**config.mk**
```make
export PLATFORM = sky130hd
export DESIGN_NAME = drawdown_tracker_core
export DESIGN_NICKNAME = d
export VERILOG_FILES = /design/src/ddt_pkg.sv /design/src/ddt_div.sv /design/src/drawdown_tracker_core.sv
export SDC_FILE = /design/constraint.sdc
export NUM_CORES = 2
export LEC_CHECK = 0
export ABC_AREA = 1
export CAP_MARGIN = 15
export CORE_MARGIN = 4
export CORE_UTILIZATION = 25
export CTS_CLUSTER_DIAMETER = 120
export DETAILED_ROUTE_END_ITERATION = 8
export DONT_BUFFER_PORTS = 1
export HOLD_SLACK_MARGIN = 0.02
export PLACE_DENSITY = 0.39
export SLEW_MARGIN = 5
export SYNTH_ARGS = -nofsm -noshare
export SYNTH_HDL_FRONTEND = slang
export SYNTH_HIERARCHICAL = 1
export SYNTH_SLANG_ARGS = --single-unit
```
**constraint.sdc**
```tcl
create_clock -name clk -period 27 [get_ports clk]
set_input_delay 2.7 -clock clk [delete_from_list [all_inputs] [get_ports clk]]
set_output_delay 2.7 -clock clk [all_outputs]
set_load 0.1 [all_outputs]
```
**src/ddt_pkg.sv**
```systemverilog
// Shared widths, field layout and sequencer states for the drawdown tracker.
package ddt_pkg;

  localparam int VALUE_WIDTH   = 48;
  localparam int FRACTION_BITS = 16;
  localparam int DAY_W         = 32;
  localparam int RATIO_W       = 18;

  localparam int IN_USED_W  = DAY_W + VALUE_WIDTH;
  localparam int IN_DATA_W  = ((IN_USED_W + 7) / 8) * 8;
  localparam int OUT_USED_W = 3 * VALUE_WIDTH + RATIO_W + 6 * DAY_W;
  localparam int OUT_DATA_W = ((OUT_USED_W + 7) / 8) * 8;

  typedef enum logic [2:0] {
    ST_IDLE,
    ST_EVAL,
    ST_DROP,
    ST_DIV,
    ST_DUR,
    ST_FIN
  } state_t;

endpackage

```
**src/ddt_div.sv**
```systemverilog
// Restoring divider: drop over peak magnitude, one quotient bit per cycle, saturating.
module ddt_div #(
  parameter int FRACTION_BITS = ddt_pkg::FRACTION_BITS
) (
  input  logic                               clk,
  input  logic                               rst_n,
  input  logic                               start,
  input  logic [ddt_pkg::VALUE_WIDTH-1:0]    drop,
  input  logic [ddt_pkg::VALUE_WIDTH-1:0]    mag,
  output logic                               done,
  output logic [ddt_pkg::RATIO_W-1:0]        ratio
);

  localparam int VW    = ddt_pkg::VALUE_WIDTH;
  localparam int QW    = ddt_pkg::RATIO_W;
  localparam int NW    = VW + FRACTION_BITS;
  localparam int LW    = VW + QW;
  localparam int CW    = (NW > LW) ? NW : LW;
  localparam int CNT_W = $clog2(QW);

  logic              busy_r;
  logic              done_r;
  logic [CNT_W-1:0]  cnt_r;
  logic [VW-1:0]     rem_r;
  logic [VW-1:0]     mag_r;
  logic [QW-1:0]     nbits_r;
  logic [QW-1:0]     q_r;

  logic [CW-1:0]     num_ext;
  logic [CW-1:0]     lim_ext;
  logic              sat;
  logic [VW+1:0]     diff;
  logic              take;

  // Scaled numerator and the bound at which the quotient no longer fits.
  assign num_ext = CW'(drop) << FRACTION_BITS;
  assign lim_ext = CW'(mag) << QW;
  assign sat     = (num_ext >= lim_ext);

  assign diff = {1'b0, rem_r, nbits_r[QW-1]} - {2'b00, mag_r};
  assign take = ~diff[VW+1];

  always_ff @(posedge clk) begin
    if (!rst_n) begin
      busy_r <= 1'b0;
      done_r <= 1'b0;
    end else begin
      done_r <= 1'b0;
      if (start) begin
        mag_r   <= mag;
        rem_r   <= VW'(num_ext >> QW);
        nbits_r <= num_ext[QW-1:0];
        cnt_r   <= '0;
        if (sat) begin
          q_r    <= '1;
          done_r <= 1'b1;
        end else begin
          q_r    <= '0;
          busy_r <= 1'b1;
        end
      end else if (busy_r) begin
        rem_r   <= take ? diff[VW-1:0] : {rem_r[VW-2:0], nbits_r[QW-1]};
        q_r     <= {q_r[QW-2:0], take};
        nbits_r <= {nbits_r[QW-2:0], 1'b0};
        cnt_r   <= cnt_r + 1'b1;
        if (cnt_r == CNT_W'(QW - 1)) begin
          busy_r <= 1'b0;
          done_r <= 1'b1;
        end
      end
    end
  end

  assign done  = done_r;
  assign ratio = q_r;

endmodule

```
**src/drawdown_tracker_core.sv**
```systemverilog
// Top level of the drawdown tracker: sequencer, tracker state and stream ports.
//
//  channel | dir | tdata fields (lsb first)            | tuser        | tlast
//  in_     | in  | sample_day, equity_value            | start_series | -
//  out_    | out | max_drawdown .. peak_day (10 flds)  | -            | -
//
// An item that starts a series or leaves the records alone goes from ST_EVAL
// straight to ST_FIN; a new peak passes through ST_DUR, a non-record trough
// through ST_DROP and ST_DUR, and a record drop through ST_DROP, ST_DIV and
// ST_DUR; the divider retires one quotient bit a cycle unless it saturates.
// in_tready is high only while the sequencer idles. The finished result sits
// in an output register, so the next item is taken while it waits; a second
// result stalls in the final state until the first one is taken.
// Reset (rst_n low at a clock edge) clears the sequencer and the started
// flag; the first item after reset always reloads every record.
module drawdown_tracker_core #(
  parameter int FRACTION_BITS = ddt_pkg::FRACTION_BITS
) (
  input  logic                            clk,
  input  logic                            rst_n,

  input  logic                            in_tvalid,
  output logic                            in_tready,
  // [31:0] sample_day, [79:32] equity_value
  input  logic [ddt_pkg::IN_DATA_W-1:0]   in_tdata,
  // [0] start_series
  input  logic                            in_tuser,

  output logic                            out_tvalid,
  input  logic                            out_tready,
  // [47:0] max_drawdown, [65:48] max_drawdown_ratio, [97:66] max_dd_begin_day,
  // [129:98] max_dd_end_day, [161:130] longest_duration,
  // [193:162] longest_begin_day, [225:194] longest_end_day,
  // [273:226] peak_value, [321:274] trough_value, [353:322] peak_day,
  // [359:354] zero
  output logic [ddt_pkg::OUT_DATA_W-1:0]  out_tdata
);

  localparam int VW   = ddt_pkg::VALUE_WIDTH;
  localparam int DW   = ddt_pkg::DAY_W;
  localparam int QW   = ddt_pkg::RATIO_W;
  localparam int PADW = ddt_pkg::OUT_DATA_W - ddt_pkg::OUT_USED_W;

  ddt_pkg::state_t state_r, state_nxt;

  // Latched input item
  logic                  start_in_r;
  logic [DW-1:0]         day_in_r;
  logic signed [VW-1:0]  eq_in_r;

  // Tracker state
  logic                  started_r;
  logic signed [VW-1:0]  high_r;
  logic signed [VW-1:0]  low_r;
  logic [DW-1:0]         hday_r;
  logic [VW-1:0]         wdrop_r;
  logic [QW-1:0]         wratio_r;
  logic [DW-1:0]         wbeg_r;
  logic [DW-1:0]         wend_r;
  logic [DW-1:0]         ldays_r;
  logic [DW-1:0]         lbeg_r;
  logic [DW-1:0]         lend_r;

  // Work registers
  logic                  peak_case_r;
  logic [VW-1:0]         drop_r;
  logic [VW-1:0]         mag_r;

  logic                        out_valid_r;
  logic [ddt_pkg::OUT_DATA_W-1:0] out_data_r;

  // Sequencer decodes
  logic        first_item;
  logic        ge_peak;
  logic        lt_trough;
  logic        new_worst;
  logic [DW-1:0] dur;
  logic        longer;
  logic        out_free;

  // Strobes
  logic        accept;
  logic        do_init;
  logic        do_peak_run;
  logic        do_low;
  logic        do_worst;
  logic        do_ratio;
  logic        do_dur;
  logic        do_out;

  logic              div_done;
  logic [QW-1:0]     div_ratio;

  assign first_item = start_in_r | ~started_r;
  assign ge_peak    = ~(eq_in_r < high_r);
  assign lt_trough  = (eq_in_r < low_r);
  assign new_worst  = (drop_r > wdrop_r);
  // A day that runs backwards counts as a zero-length run.
  assign dur        = (day_in_r >= hday_r) ? (day_in_r - hday_r) : '0;
  assign longer     = (dur >= ldays_r);
  assign out_free   = ~out_valid_r | out_tready;

  // Next state
  always_comb begin
    state_nxt = state_r;
    case (state_r)
      ddt_pkg::ST_IDLE: begin
        if (in_tvalid) state_nxt = ddt_pkg::ST_EVAL;
      end
      ddt_pkg::ST_EVAL: begin
        if (first_item)     state_nxt = ddt_pkg::ST_FIN;
        else if (ge_peak)   state_nxt = ddt_pkg::ST_DUR;
        else if (lt_trough) state_nxt = ddt_pkg::ST_DROP;
        else                state_nxt = ddt_pkg::ST_FIN;
      end
      ddt_pkg::ST_DROP: begin
        state_nxt = new_worst ? ddt_pkg::ST_DIV : ddt_pkg::ST_DUR;
      end
      ddt_pkg::ST_DIV: begin
        if (div_done) state_nxt = ddt_pkg::ST_DUR;
      end
      ddt_pkg::ST_DUR: begin
        state_nxt = ddt_pkg::ST_FIN;
      end
      ddt_pkg::ST_FIN: begin
        if (out_free) state_nxt = ddt_pkg::ST_IDLE;
      end
      default: state_nxt = ddt_pkg::ST_IDLE;
    endcase
  end

  // Sequencer outputs
  always_comb begin
    in_tready   = 1'b0;
    do_init     = 1'b0;
    do_peak_run = 1'b0;
    do_low      = 1'b0;
    do_worst    = 1'b0;
    do_ratio    = 1'b0;
    do_dur      = 1'b0;
    do_out      = 1'b0;
    case (state_r)
      ddt_pkg::ST_IDLE: in_tready = 1'b1;
      ddt_pkg::ST_EVAL: begin
        do_init     = first_item;
        do_peak_run = ~first_item & ge_peak;
        do_low      = ~first_item & ~ge_peak & lt_trough;
      end
      ddt_pkg::ST_DROP: do_worst = new_worst;
      ddt_pkg::ST_DIV:  do_ratio = div_done;
      ddt_pkg::ST_DUR:  do_dur   = 1'b1;
      ddt_pkg::ST_FIN:  do_out   = out_free;
      default: ;
    endcase
  end

  assign accept = in_tvalid & in_tready;

  always_ff @(posedge clk) begin
    if (!rst_n) begin
      state_r <= ddt_pkg::ST_IDLE;
    end else begin
      state_r <= state_nxt;
    end
  end

  // Latch the item
  always_ff @(posedge clk) begin
    if (accept) begin
      start_in_r <= in_tuser;
      day_in_r   <= in_tdata[DW-1:0];
      eq_in_r    <= in_tdata[DW+VW-1:DW];
    end
  end

  always_ff @(posedge clk) begin
    if (!rst_n) begin
      started_r <= 1'b0;
    end else if (do_init) begin
      started_r <= 1'b1;
    end
  end

  // Tracker records
  always_ff @(posedge clk) begin
    if (do_init) begin
      high_r   <= eq_in_r;
      low_r    <= eq_in_r;
      hday_r   <= day_in_r;
      wdrop_r  <= '0;
      wratio_r <= '0;
      wbeg_r   <= day_in_r;
      wend_r   <= day_in_r;
      ldays_r  <= '0;
      lbeg_r   <= day_in_r;
      lend_r   <= day_in_r;
    end
    if (do_peak_run) begin
      peak_case_r <= 1'b1;
    end
    if (do_low) begin
      // New trough: measure the drop and the peak magnitude for the divider.
      peak_case_r <= 1'b0;
      low_r       <= eq_in_r;
      drop_r      <= VW'(high_r - eq_in_r);
      mag_r       <= high_r[VW-1] ? VW'(-high_r) : VW'(high_r);
    end
    if (do_worst) begin
      wdrop_r <= drop_r;
      wbeg_r  <= hday_r;
      wend_r  <= day_in_r;
    end
    if (do_ratio) begin
      wratio_r <= div_ratio;
    end
    if (do_dur) begin
      // Measure the run against the old peak day, then move the peak on a new peak.
      if (longer) begin
        ldays_r <= dur;
        lbeg_r  <= hday_r;
        lend_r  <= day_in_r;
      end
      if (peak_case_r) begin
        high_r <= eq_in_r;
        low_r  <= eq_in_r;
        hday_r <= day_in_r;
      end
    end
  end

  // Output register
  always_ff @(posedge clk) begin
    if (!rst_n) begin
      out_valid_r <= 1'b0;
    end else if (do_out) begin
      out_valid_r <= 1'b1;
    end else if (out_tready) begin
      out_valid_r <= 1'b0;
    end
  end

  always_ff @(posedge clk) begin
    if (do_out) begin
      out_data_r <= {PADW'(0), hday_r, low_r, high_r, lend_r, lbeg_r, ldays_r,
                     wend_r, wbeg_r, wratio_r, wdrop_r};
    end
  end

  assign out_tvalid = out_valid_r;
  assign out_tdata  = out_data_r;

  ddt_div #(
    .FRACTION_BITS (FRACTION_BITS)
  ) u_div (
    .clk   (clk),
    .rst_n (rst_n),
    .start (do_worst),
    .drop  (drop_r),
    .mag   (mag_r),
    .done  (div_done),
    .ratio (div_ratio)
  );

  // Trough never rises above the peak once tracking has begun.
  assert property (@(posedge clk) disable iff (!rst_n)
    started_r |-> !(high_r < low_r))
    else $error("trough above peak");

  // An accepted item is evaluated on the next cycle.
  assert property (@(posedge clk) disable iff (!rst_n)
    accept |=> (state_r == ddt_pkg::ST_EVAL))
    else $error("accepted item not evaluated");

  // The divider only finishes while the sequencer waits for it.
  assert property (@(posedge clk) disable iff (!rst_n)
    div_done |-> (state_r == ddt_pkg::ST_DIV))
    else $error("divider finished outside its wait state");

endmodule
```
==> out/results.ini <==
[synth]
synth.top_cell.area_share_pct = 47.57
netlist_area_um2 = 49360
synth_edf_count = 782
netlist_instances = 5156
ys_ff_latch = 1014
synth_xor_xnor_area_share_pct = 2.342
synth_compound_area_share_pct = 7.455
yosys-mux-area-fraction_pct = 0
yosysUniqueCellTypes = 54
synth-simple-area-share_pct = 17.46
async_flop_share_pct = 0
synth-seq-area-share_pct = 56.98
syn_area_per_cell_um2 = 9.574
synth_top_family_by_area = simple AND/OR/NAND/NOR gates
synth-main-ff-cell = edfxtp_1
synthTopCellsByArea = edfxtp_1 48%, nand2_1 9.6%, dfxtp_1 9.4%
synthAdderAreaFrac_pct = 7.827
yosysTopAreaCell = edfxtp_1
yosys_warnings = 6

[finish]
final_common_cell = nand2_1
multi_input_area_um2 = 17420
drive_gt1_share_pct = 7.517
nFillCells = 20580
finalInstanceArea_um2 = 56600
final_cell_mix = 1257 x nand2_1, 863 x inv_1, 782 x edfxtp_1
area_growth_pct = 14.66
final-seq-area_um2 = 28130
nets = 5608

[worst_setup_path]
crit_arrival_ns = 6.89
cp_slowest_cell = buf_4
r2r_setup_slack_ns = 20.70
cpMostUsedCell = nand2_1
startpoint_type = flop
max_stage_delay_ns = 0.68
cp-end-kind = flop
crit_fanout = 62
rr_worst_depth = 26
crit_required_ns = 27.59
worst-setup-path-type = flop to flop

[clock_network]
cts_setup_buffers = 0
cts_tree = yes
numCtsBuffers = 121
clock_path_buffers = 3
clock_latency_ns = 0.76
clock-sinks = 1014
clk_pin_slew_worst_paths_ns = 0.06
h-tree-depth = 3
cts-root-buf = clkbuf_16
cts_resized = 0
ctsHoldBuffers = 0

[route]
viasPerCell = 4.317
dr_total_vias = 34320
ant_nets = 0
drtIter0Drc = 2059
drcViolationCount = 0
wire_per_inst_um = 21.04
wirelength_um = 167200
firstDrtPassIters = 7

[die]
chipWidth_um = 452.3
core_um2 = 195600
io_pins = 447
die-area_um2 = 204600
die_h_um = 452.3
floorplan.initialDensity_pct = 25.24
core.rowCount = 162

[sta]
clock_skew_ns = 0.05903
rsz0062_at_grt = no
finalMaxSlewViolations = 0
post-route-min-period_ns = 6.298
setup_viol = 0
relSlewSlack_pct = 24.79
finalCritPeriodShare_pct = 23.33
tightest_slew_ns = 1.130
fmax_mhz = 158.8
tns_ns = 0
hold_viol_final = 0
layout_setup_ws_ns = 20.70

[global_routing]
grtUsageMet3_pct = 2.567
grt_max_degree = 75
global_route.usage.met1_pct = 21.92
grt_overflow_total = 0
busiest_layer = met2
antenna_found_initial = 25
first_global_vias = 33180
grt_use_total_pct = 15.96
grt_pass1_wl_um = 239500
use_met2_pct = 26.19

[worst_hold_path]
hold_path.class = flop to flop
min_path_cells = 0

[placement]
dp_slack_ns = 20.34
gp_congestion = 0.8927
dp_hpwl_um = 130300
post_dp_cell_area_um2 = 52450
io_buffers = 0

[outcome]
status = finished, final reports clean

[pwr]
vdd_drop_max_mv = 0.05998
p_total_mw = 5.951
leakage_nw = 24.02
power_density_nw_per_um2 = 105.1

[run]
cap_viol_max_count = 0

-- synthesized netlist by cell type (3+ instances only) --
cell / count
nor2_4: 5
buf_1: 8
nor3_1: 41
clkbuf_1: 53
buf_12: 5
a21o_1: 17
o211ai_1: 5
a21oi_1: 218
buf_4: 12
o21ai_2: 40
clkinv_1: 3
xnor2_1: 45
nand2_1: 1263
o21a_1: 11
fa_1: 3
and3_1: 3
ha_1: 304
o21ai_1: 21
nor3_2: 4
a31oi_1: 52
nor2_1: 393
edfxtp_1: 782
nand3b_1: 29
a21boi_0: 5
o21ai_0: 218
inv_1: 865
nand2_2: 56
dfxtp_1: 232
nand3_1: 172
o21bai_1: 21
buf_2: 24
xor2_1: 87
o22ai_1: 24
nor4_1: 15
nor2_2: 15
inv_2: 23
or2_2: 10
nand4_1: 44
o31ai_1: 5
-- final cells by class --
| class | instances | area share [%] |
|---|---|---|
| Clock buffer | 153 | 5.724 |
| Timing Repair Buffer | 36 | 0.4775 |
| Inverter | 891 | 5.911 |
| Sequential cell | 1014 | 49.70 |
| Antenna cell | 4 | 0.01769 |
| Tap cell | 2624 | 5.801 |
| Clock inverter | 75 | 1.585 |
| Multi-Input combinational cell | 3152 | 30.79 |
-- metrics by stage --
step                      utilization [%]  cells  hold slack, ns
final                               28.93   7949          0.4116
after global routing                28.93   7946          0.4228
after CTS                           28.93   7945          0.4118
after detailed placement            26.82   7717          0.4045
after global placement              26.82   7717          0.4017
after floorplan                         -   5161          0.4003
-- final timing paths --
path / from / end
setup reg to reg: day_in_r[6]$_DFFE_PP_ / ldays_r[28]$_DFF_P_
setup / recovery: day_in_r[6]$_DFFE_PP_ / ldays_r[28]$_DFF_P_
hold reg to reg: low_r[43]$_DFF_P_ / out_tdata[317]$_DFFE_PP_
hold / removal: low_r[43]$_DFF_P_ / out_tdata[317]$_DFFE_PP_
-- per-layer routing --
| metal | routed length [um] | part of all wire, % | vias to the layer above |
|---|---|---|---|
| met2 | 77760 | 46 | 684 |
| met1 | 78310 | 47 | 16370 |
| met3 | 6809 | 4.1 | 219 |
| li1 | - | - | 17050 |
| met5 | 19 | 0.011 | - |
| met4 | 4338 | 2.6 | 2 |
-- sequential cells by signal, summed over array words and instances (netlist names), 48 cells and up --
signal / flops
mag_r: 48
eq_in_r: 48
high_r: 48
u_div/mag_r: 48
low_r: 48
drop_r: 48
out_tdata: 354
wdrop_r: 48
u_div/rem_r: 48
-- power breakdown --
| part | internal [mW] | switching, mW | total (mW) | leakage (nW) |
|---|---|---|---|---|
| Sequential | 2.06 | 0.402 | 2.46 | 9.11 |
| Combinational | 0.575 | 1.21 | 1.79 | 12.9 |
| Clock | 1.01 | 0.692 | 1.71 | 2.03 |
-- critical path: cells and delay by family, from the launching register on --
kind	cells	cell delay [ns]
buffers and inverters	4	1.40
and+or+nand+nor	15	2.46
AOI/OAI and AO/OA	5	1.07
adders and majority gates	2	0.68
DFF	1	0.49
-- logic make-up after synthesis --
| logic type | after synthesis |
|---|---|
| xor gates and xnor gates | 132 |
| and+or+nand+nor | 2061 |
| other | 1 |
| AOI/OAI and AO/OA | 646 |
| DFF | 1014 |
| buffers and inverters | 995 |
| adders and majority gates | 307 |
No activity file was read; power rests on OpenSTA's default activity.
